--- src/hw/rtl/ps2s2a_pkg.sv ---
// Package: constants, queue entry type and scan code translation table.
`timescale 1ns / 1ps
package ps2s2a_pkg;

  // Ring buffer depth; one slot always stays empty
  localparam int BUFFER_DEPTH = 256;
  localparam int PTR_W        = $clog2(BUFFER_DEPTH);

  // Depth of the queue between front and back
  localparam int QUEUE_DEPTH  = 2;
  localparam int QPTR_W       = (QUEUE_DEPTH > 1) ? $clog2(QUEUE_DEPTH) : 1;
  localparam int QCNT_W       = $clog2(QUEUE_DEPTH + 1);

  localparam int CHAR_W       = 7;
  localparam int CODE_W       = 8;

  // Request types
  localparam logic REQ_SCAN = 1'b0;
  localparam logic REQ_READ = 1'b1;

  // Classified item handed from front to back
  typedef struct packed {
    logic              is_read;
    logic              is_push;
    logic [CHAR_W-1:0] ch;
  } op_t;

  // Ring pointer advance, wrapping at the buffer depth
  function automatic logic [PTR_W-1:0] ptr_adv(input logic [PTR_W-1:0] p);
    if (p == PTR_W'(BUFFER_DEPTH - 1)) begin
      return '0;
    end
    return p + PTR_W'(1);
  endfunction

  // Set 1 make code to unshifted US ASCII; 0 means no character
  function automatic logic [CHAR_W-1:0] press_to_ascii(input logic [6:0] code);
    logic [CHAR_W-1:0] ch;
    case (code)
      7'h01: ch = 7'd27;
      7'h02: ch = 7'h31;
      7'h03: ch = 7'h32;
      7'h04: ch = 7'h33;
      7'h05: ch = 7'h34;
      7'h06: ch = 7'h35;
      7'h07: ch = 7'h36;
      7'h08: ch = 7'h37;
      7'h09: ch = 7'h38;
      7'h0A: ch = 7'h39;
      7'h0B: ch = 7'h30;
      7'h0C: ch = 7'h2D;
      7'h0D: ch = 7'h3D;
      7'h0E: ch = 7'd8;
      7'h0F: ch = 7'd9;
      7'h10: ch = 7'h71;
      7'h11: ch = 7'h77;
      7'h12: ch = 7'h65;
      7'h13: ch = 7'h72;
      7'h14: ch = 7'h74;
      7'h15: ch = 7'h79;
      7'h16: ch = 7'h75;
      7'h17: ch = 7'h69;
      7'h18: ch = 7'h6F;
      7'h19: ch = 7'h70;
      7'h1A: ch = 7'h5B;
      7'h1B: ch = 7'h5D;
      7'h1C: ch = 7'd10;
      7'h1E: ch = 7'h61;
      7'h1F: ch = 7'h73;
      7'h20: ch = 7'h64;
      7'h21: ch = 7'h66;
      7'h22: ch = 7'h67;
      7'h23: ch = 7'h68;
      7'h24: ch = 7'h6A;
      7'h25: ch = 7'h6B;
      7'h26: ch = 7'h6C;
      7'h27: ch = 7'h3B;
      7'h28: ch = 7'h27;
      7'h29: ch = 7'h60;
      7'h2B: ch = 7'h5C;
      7'h2C: ch = 7'h7A;
      7'h2D: ch = 7'h78;
      7'h2E: ch = 7'h63;
      7'h2F: ch = 7'h76;
      7'h30: ch = 7'h62;
      7'h31: ch = 7'h6E;
      7'h32: ch = 7'h6D;
      7'h33: ch = 7'h2C;
      7'h34: ch = 7'h2E;
      7'h35: ch = 7'h2F;
      7'h37: ch = 7'h2A;
      7'h39: ch = 7'h20;
      default: ch = '0;
    endcase
    return ch;
  endfunction

endpackage

--- src/hw/rtl/ps2s2a_if.sv ---
// Valid/ready channel interfaces for requests and results.
`timescale 1ns / 1ps
interface ps2s2a_req_if;
  logic                         valid;
  logic                         ready;
  logic                         req_type;
  logic [ps2s2a_pkg::CODE_W-1:0] scan_code;

  modport source (output valid, req_type, scan_code, input ready);
  modport sink   (input valid, req_type, scan_code, output ready);
endinterface

interface ps2s2a_rsp_if;
  logic                         valid;
  logic                         ready;
  logic [ps2s2a_pkg::CHAR_W-1:0] char_out;
  logic                         not_empty;
  logic                         dropped;

  modport source (output valid, char_out, not_empty, dropped, input ready);
  modport sink   (input valid, char_out, not_empty, dropped, output ready);
endinterface

--- src/hw/rtl/ps2_scancode_to_ascii_fifo.sv ---
// Top level: PS/2 set 1 scan code to ASCII translator with a character ring buffer.
// Each request is either a scan code (make codes are translated to unshifted US ASCII and
// stored; break codes and keys with no character are ignored) or a read that pops the
// oldest character, 0 if none. Every request yields exactly one result carrying the
// character read, whether characters remain, and whether a character was dropped because
// the 255-character buffer was full. The front end registers the translated request and
// a two-entry queue decouples it from the buffer; the buffer end takes one request per
// cycle while its result register is free or its result is taken, except that a read that
// finds a character holds off the next request until the character store, which has a
// registered read port, has delivered the character to the result.
`timescale 1ns / 1ps
module ps2_scancode_to_ascii_fifo (
  input  logic          clk,
  input  logic          rst,
  ps2s2a_req_if.sink    req,
  ps2s2a_rsp_if.source  rsp
);

  logic            f_valid;
  logic            f_ready;
  ps2s2a_pkg::op_t f_op;
  logic            q_valid;
  logic            q_ready;
  ps2s2a_pkg::op_t q_op;

  ps2s2a_front u_front (
    .clk      (clk),
    .rst      (rst),
    .req      (req),
    .op_valid (f_valid),
    .op_ready (f_ready),
    .op       (f_op)
  );

  ps2s2a_queue u_queue (
    .clk       (clk),
    .rst       (rst),
    .in_valid  (f_valid),
    .in_ready  (f_ready),
    .in_op     (f_op),
    .out_valid (q_valid),
    .out_ready (q_ready),
    .out_op    (q_op)
  );

  ps2s2a_back u_back (
    .clk      (clk),
    .rst      (rst),
    .op_valid (q_valid),
    .op_ready (q_ready),
    .op       (q_op),
    .rsp      (rsp)
  );

endmodule

--- src/hw/rtl/ps2s2a_front.sv ---
// Front end: accepts items, translates scan codes and registers the classified op.
`timescale 1ns / 1ps
module ps2s2a_front (
  input  logic               clk,
  input  logic               rst,
  ps2s2a_req_if.sink         req,
  output logic               op_valid,
  input  logic               op_ready,
  output ps2s2a_pkg::op_t    op
);

  logic            hold_valid;
  logic            hold_valid_next;
  ps2s2a_pkg::op_t op_cls;

  // Classify the incoming item
  always_comb begin
    op_cls.is_read = (req.req_type == ps2s2a_pkg::REQ_READ);
    op_cls.ch      = ps2s2a_pkg::press_to_ascii(req.scan_code[6:0]);
    op_cls.is_push = (req.req_type == ps2s2a_pkg::REQ_SCAN) && !req.scan_code[7] &&
                     (op_cls.ch != '0);
  end

  assign req.ready = !hold_valid || op_ready;
  assign op_valid  = hold_valid;

  always_comb begin
    hold_valid_next = hold_valid;
    if (req.valid && req.ready) begin
      hold_valid_next = 1'b1;
    end else if (op_ready) begin
      hold_valid_next = 1'b0;
    end
  end

  always_ff @(posedge clk) begin
    if (rst) begin
      hold_valid <= 1'b0;
    end else begin
      hold_valid <= hold_valid_next;
    end
  end

  // Payload register
  always_ff @(posedge clk) begin
    if (req.valid && req.ready) begin
      op <= op_cls;
    end
  end

endmodule

--- src/hw/rtl/ps2s2a_queue.sv ---
// Short queue of classified ops between front and back.
`timescale 1ns / 1ps
module ps2s2a_queue (
  input  logic            clk,
  input  logic            rst,
  input  logic            in_valid,
  output logic            in_ready,
  input  ps2s2a_pkg::op_t in_op,
  output logic            out_valid,
  input  logic            out_ready,
  output ps2s2a_pkg::op_t out_op
);

  ps2s2a_pkg::op_t                 slots [ps2s2a_pkg::QUEUE_DEPTH];
  logic [ps2s2a_pkg::QPTR_W-1:0]   wr_idx;
  logic [ps2s2a_pkg::QPTR_W-1:0]   wr_idx_next;
  logic [ps2s2a_pkg::QPTR_W-1:0]   rd_idx;
  logic [ps2s2a_pkg::QPTR_W-1:0]   rd_idx_next;
  logic [ps2s2a_pkg::QCNT_W-1:0]   count;
  logic [ps2s2a_pkg::QCNT_W-1:0]   count_next;
  logic                            push;
  logic                            pop;

  function automatic logic [ps2s2a_pkg::QPTR_W-1:0] qadv(
      input logic [ps2s2a_pkg::QPTR_W-1:0] p);
    if (p == ps2s2a_pkg::QPTR_W'(ps2s2a_pkg::QUEUE_DEPTH - 1)) begin
      return '0;
    end
    return p + ps2s2a_pkg::QPTR_W'(1);
  endfunction

  assign in_ready  = (count != ps2s2a_pkg::QCNT_W'(ps2s2a_pkg::QUEUE_DEPTH));
  assign out_valid = (count != '0);
  assign out_op    = slots[rd_idx];
  assign push      = in_valid && in_ready;
  assign pop       = out_valid && out_ready;

  always_comb begin
    wr_idx_next = push ? qadv(wr_idx) : wr_idx;
    rd_idx_next = pop ? qadv(rd_idx) : rd_idx;
    count_next  = count;
    if (push && !pop) begin
      count_next = count + ps2s2a_pkg::QCNT_W'(1);
    end else if (pop && !push) begin
      count_next = count - ps2s2a_pkg::QCNT_W'(1);
    end
  end

  always_ff @(posedge clk) begin
    if (rst) begin
      wr_idx <= '0;
      rd_idx <= '0;
      count  <= '0;
    end else begin
      wr_idx <= wr_idx_next;
      rd_idx <= rd_idx_next;
      count  <= count_next;
    end
  end

  always_ff @(posedge clk) begin
    if (push) begin
      slots[wr_idx] <= in_op;
    end
  end

endmodule

--- src/hw/rtl/ps2s2a_back.sv ---
// Back end: character ring buffer with pointers and the result register.
`timescale 1ns / 1ps
module ps2s2a_back (
  input  logic            clk,
  input  logic            rst,
  input  logic            op_valid,
  output logic            op_ready,
  input  ps2s2a_pkg::op_t op,
  ps2s2a_rsp_if.source    rsp
);

  localparam logic ST_IDLE = 1'b0;
  localparam logic ST_RD   = 1'b1;

  logic [ps2s2a_pkg::CHAR_W-1:0] mem [ps2s2a_pkg::BUFFER_DEPTH];
  logic [ps2s2a_pkg::CHAR_W-1:0] rd_data;

  logic                           state;
  logic                           state_next;
  logic [ps2s2a_pkg::PTR_W-1:0]   write_ptr;
  logic [ps2s2a_pkg::PTR_W-1:0]   write_ptr_next;
  logic [ps2s2a_pkg::PTR_W-1:0]   read_ptr;
  logic [ps2s2a_pkg::PTR_W-1:0]   read_ptr_next;
  logic                           out_valid;
  logic                           out_valid_next;
  logic [ps2s2a_pkg::CHAR_W-1:0]  char_out;
  logic [ps2s2a_pkg::CHAR_W-1:0]  char_out_next;
  logic                           not_empty;
  logic                           not_empty_next;
  logic                           dropped;
  logic                           dropped_next;

  logic is_empty;
  logic is_full;
  logic take;
  logic mem_we;
  logic mem_re;

  assign is_empty = (write_ptr == read_ptr);
  assign is_full  = (ps2s2a_pkg::ptr_adv(write_ptr) == read_ptr);
  assign op_ready = (state == ST_IDLE) && (!out_valid || rsp.ready);
  assign take     = op_valid && op_ready;
  assign mem_we   = take && op.is_push && !is_full;
  assign mem_re   = take && op.is_read && !is_empty;

  assign rsp.valid     = out_valid;
  assign rsp.char_out  = char_out;
  assign rsp.not_empty = not_empty;
  assign rsp.dropped   = dropped;

  // Op execution and result formation
  always_comb begin
    state_next     = state;
    write_ptr_next = write_ptr;
    read_ptr_next  = read_ptr;
    out_valid_next = out_valid && !rsp.ready;
    char_out_next  = char_out;
    not_empty_next = not_empty;
    dropped_next   = dropped;
    case (state)
      ST_IDLE: begin
        if (take) begin
          char_out_next = '0;
          dropped_next  = 1'b0;
          if (op.is_read) begin
            if (is_empty) begin
              out_valid_next = 1'b1;
              not_empty_next = 1'b0;
            end else begin
              // character comes from the registered read port next cycle
              read_ptr_next = ps2s2a_pkg::ptr_adv(read_ptr);
              state_next    = ST_RD;
            end
          end else if (op.is_push) begin
            out_valid_next = 1'b1;
            not_empty_next = 1'b1;
            if (is_full) begin
              dropped_next = 1'b1;
            end else begin
              write_ptr_next = ps2s2a_pkg::ptr_adv(write_ptr);
            end
          end else begin
            out_valid_next = 1'b1;
            not_empty_next = !is_empty;
          end
        end
      end
      ST_RD: begin
        out_valid_next = 1'b1;
        char_out_next  = rd_data;
        not_empty_next = !is_empty;
        dropped_next   = 1'b0;
        state_next     = ST_IDLE;
      end
      default: begin
        state_next = ST_IDLE;
      end
    endcase
  end

  always_ff @(posedge clk) begin
    if (rst) begin
      state     <= ST_IDLE;
      write_ptr <= '0;
      read_ptr  <= '0;
      out_valid <= 1'b0;
    end else begin
      state     <= state_next;
      write_ptr <= write_ptr_next;
      read_ptr  <= read_ptr_next;
      out_valid <= out_valid_next;
    end
  end

  // Result payload
  always_ff @(posedge clk) begin
    char_out  <= char_out_next;
    not_empty <= not_empty_next;
    dropped   <= dropped_next;
  end

  // Character store: one write port, one registered read port
  always_ff @(posedge clk) begin
    if (mem_we) begin
      mem[write_ptr] <= op.ch;
    end
    if (mem_re) begin
      rd_data <= mem[read_ptr];
    end
  end

endmodule

--- src/flat_wrapper.sv ---
// flat-port wrapper written by rule: the top's interface ports become plain ports
module ps2_scancode_to_ascii_fifo_flat 
  (clk, rst, req_valid, req_req_type, req_scan_code, req_ready, rsp_valid, rsp_char_out, rsp_not_empty, rsp_dropped, rsp_ready);
  ps2s2a_req_if req_i ();
  ps2s2a_rsp_if rsp_i ();
  input  logic clk;
  input  logic rst;
  input wire logic [$bits(req_i.valid)-1:0] req_valid;
  input wire logic [$bits(req_i.req_type)-1:0] req_req_type;
  input wire logic [$bits(req_i.scan_code)-1:0] req_scan_code;
  output wire logic [$bits(req_i.ready)-1:0] req_ready;
  output wire logic [$bits(rsp_i.valid)-1:0] rsp_valid;
  output wire logic [$bits(rsp_i.char_out)-1:0] rsp_char_out;
  output wire logic [$bits(rsp_i.not_empty)-1:0] rsp_not_empty;
  output wire logic [$bits(rsp_i.dropped)-1:0] rsp_dropped;
  input wire logic [$bits(rsp_i.ready)-1:0] rsp_ready;
  assign req_i.valid = req_valid;
  assign req_i.req_type = req_req_type;
  assign req_i.scan_code = req_scan_code;
  assign req_ready = req_i.ready;
  assign rsp_valid = rsp_i.valid;
  assign rsp_char_out = rsp_i.char_out;
  assign rsp_not_empty = rsp_i.not_empty;
  assign rsp_dropped = rsp_i.dropped;
  assign rsp_i.ready = rsp_ready;
  ps2_scancode_to_ascii_fifo u_core (.clk(clk), .rst(rst), .req(req_i), .rsp(rsp_i));
endmodule
--- config.mk ---
export PLATFORM = sky130hd
export DESIGN_NAME = ps2_scancode_to_ascii_fifo_flat
export DESIGN_NICKNAME = d
export VERILOG_FILES = /design/src/hw/rtl/ps2s2a_pkg.sv /design/src/hw/rtl/ps2s2a_if.sv /design/src/hw/rtl/ps2_scancode_to_ascii_fifo.sv /design/src/hw/rtl/ps2s2a_front.sv /design/src/hw/rtl/ps2s2a_queue.sv /design/src/hw/rtl/ps2s2a_back.sv /design/src/flat_wrapper.sv
export SDC_FILE = /design/constraint.sdc
export NUM_CORES = 2
export LEC_CHECK = 0
export BUFFER_PORTS_ARGS = -buffer_cell sky130_fd_sc_hd__buf_2
export CORE_MARGIN = 1.5
export CORE_UTILIZATION = 45
export CTS_CLUSTER_SIZE = 16
export DETAILED_ROUTE_END_ITERATION = 12
export HOLD_SLACK_MARGIN = 0.12
export PLACE_DENSITY = 0.69
export SLEW_MARGIN = 15
export SYNTH_ARGS = -nofsm -noshare
export SYNTH_HDL_FRONTEND = slang
export SYNTH_SLANG_ARGS = --single-unit
--- constraint.sdc ---
create_clock -name clk -period 7.1 [get_ports clk]
set_input_delay 0.355 -clock clk [delete_from_list [all_inputs] [get_ports clk]]
set_output_delay 0.355 -clock clk [all_outputs]
set_load 0.05 [all_outputs]
==> out/results.ini <==
[detailed_routing]
num_vias = 37683
via_per_inst = 6.20
first_iter_violations = 5766
routedWlPerCell_um = 30.1
drc = 0
ant_nets = 0
drtPass1Iterations = 6
wl_um = 183000

[global_route]
grt_pass1_vias = 36776
grt.total_usage_pct = 21.9
grt_max_degree = 201
antenna_found_initial = 3
grt-ovfl-total = 0
grt_pass1_wl_um = 264000

[sta]
grt_setup_unrepaired = false
fin_crit_ns = 5.08
maxSlewViolCount = 0
setup_viol = 0
fin_crit_sh_pct = 71.6
tightest_slew_ns = 1.18
fin_ws_ns = 2.02
hold_viol = 0
relSlewSlack_pct = 20.9
finClkSkew_ns = 0.0342
final.setup.tns_ns = 0
clock.fmax_mhz = 197

[synth]
syn-num-nets = 3735
netlist_area_um2 = 73700
synth_edf_count = 1835
synth_cell_types = 79
postSynthAreaPerCell_um2 = 19.9
synth_flop_cell = edfxtp_1
synth-seq-cells = 1859
ys_seq_area_share_pct = 75.4
synth_cells = 3704
async_flop_share_pct = 0
yosys_warnings = 0

[placement]
gp_congestion = 0.943
pre_cts_ws_ns = 2.22
io_buffers = 23
hpwl_um = 108000

[cells_and_area]
syn_to_final_growth_pct = 11.1
nNetsFinal = 3784
final_util_pct = 50.3
final_cell_mix = edfxtp_1, mux4_2, nor2_1
mostFrequentLayoutCell = edfxtp_1
drive_gt1_share_pct = 21.1

[die]
die_w_um = 408
die_y_um = 408
start_util_pct = 45.3
ios = 24
fp.coreArea_um2 = 163000
die-area_um2 = 166000
fp-row-count = 148

[flow_run]
cap_violations = 0

[clock_tree]
clock-root-buffer = clkbuf_16
numCtsBuffers = 181
postCtsHoldBufs = 11
cts_tree = built
postCtsResizedCells = 0
clock-sinks = 1859
h-tree-depth = 4
post_cts_buffers = 0
clock_path_buffers = 3
worst_setup_hold_path_clk_slew_ns = 0.06
clock_latency_ns = 0.83

[setup_path]
start_kind = flip-flop
worst_ep_arrival_time_ns = 5.53
path_class = flip-flop to flip-flop
cp_data_required_time_ns = 7.54
end_kind = flip-flop
cp_max_fo = 19

[power_and_ir_drop]
p_leak_nw = 24.4
irDropWorstVdd_uv = 295
powerDensity_nw_per_um2 = 299

[min_path]
hold_class = input port to flip-flop

[status]
status = finished, final reports clean

## flip-flops by register name (all words and copies together) (netlist names), named ones only
register / flops
u_core.u_back.mem: 1792
u_core.u_back.rd_data: 7
u_core.u_back.read_ptr: 8
u_core.u_back.rsp.char_out: 7
u_core.u_back.rsp.dropped: 1
u_core.u_back.rsp.not_empty: 1
u_core.u_back.rsp.valid: 1
u_core.u_back.state: 1
u_core.u_back.write_ptr: 8
u_core.u_front.op: 9
u_core.u_front.op_valid: 1
u_core.u_queue.count: 2
u_core.u_queue.rd_idx: 1
u_core.u_queue.slots: 18
u_core.u_queue.wr_idx: 1
## cells by family after synthesis
group,synth area share [%]
DFF,75.4
muxes,15.5
and+or+nand+nor,3.53
AOI/OAI and AO/OA,3.20
buffers and inverters,1.74
xor gates and xnor gates,0.297
adders and majority gates,0.306
## cell usage after synthesis (17+ instances only)
master	number	area, um^2
buf_2	67	335
ha_1	18	225
buf_4	36	270
a22oi_1	31	233
clkbuf_1	105	394
a211oi_1	17	128
nand2_1	114	428
a21oi_1	77	385
inv_1	18	67.6
mux2i_1	171	1710
o21ai_0	48	240
o22ai_1	18	113
nand3_1	24	120
dfxtp_1	24	480
nor2_1	318	1190
buf_1	20	75.1
mux4_2	424	9550
edfxtp_1	1835	55100
nor3_1	23	115
o221ai_1	19	166
a221oi_1	45	394
## critical path, cell delays in order, from the launching register on
cell	delay, ns
dfxtp_1	0.53
ha_1	0.44
nand3_1	0.21
a21o_1	0.24
a21oi_1	0.24
xnor2_1	0.21
nand4bb_1	0.74
nand4b_1	0.86
buf_4	0.55
nor2_1	0.63
## final timing paths
path / startpoint / end / slack, ns / cells past startpoint
max reg2reg: u_core.u_back.write_ptr[0] / u_core.u_back.mem[58][6] / 2.02 / 9
min: req_req_type / u_core.u_front.op[8] / 0.26 / 2
min reg2reg: u_core.u_front.op[6] / u_core.u_queue.slots[0][6] / 0.44 / 0
max: u_core.u_back.write_ptr[0] / u_core.u_back.mem[58][6] / 2.02 / 9
## metrics by stage
step                hold slack (ns)  instances  power [mW]  area [um^2]
detailed placement            0.435       5734        15.6        76200
global route                  0.237       6072        25.1        81900
finish                        0.261       6075        24.5        81900
global placement              0.426       5734        15.5        76200
floorplan                     0.421       3704        14.6        73700
CTS                           0.215       6072        24.6        81900
## cell type report
class | instances | area (um^2)
clock inverter | 102 | 875
sequential | 1859 | 55600
timing repair buffer | 105 | 821
fill | 12614 | 80900
clock buffer | 225 | 4740
multi-input combinational | 1584 | 17000
tap | 2175 | 2720
inverter | 22 | 85.1
antenna | 3 | 7.51
## metal layers
metal / global-route usage, % / vias to the layer above / routed length [um]
li1: - / 15336 / -
met1: 31.9 / 19813 / 74100
met2: 33.5 / 2244 / 85200
met3: 4.26 / 290 / 18100
met4: 6.80 / 0 / 5270
met5: 0 / - / 0
## report_power, final
group / switching, mW / internal, mW
Clock: 4.09 / 5.08
Sequential: 0.0732 / 13.1
Combinational: 1.75 / 0.437
No activity file was read; power rests on OpenSTA's default activity.
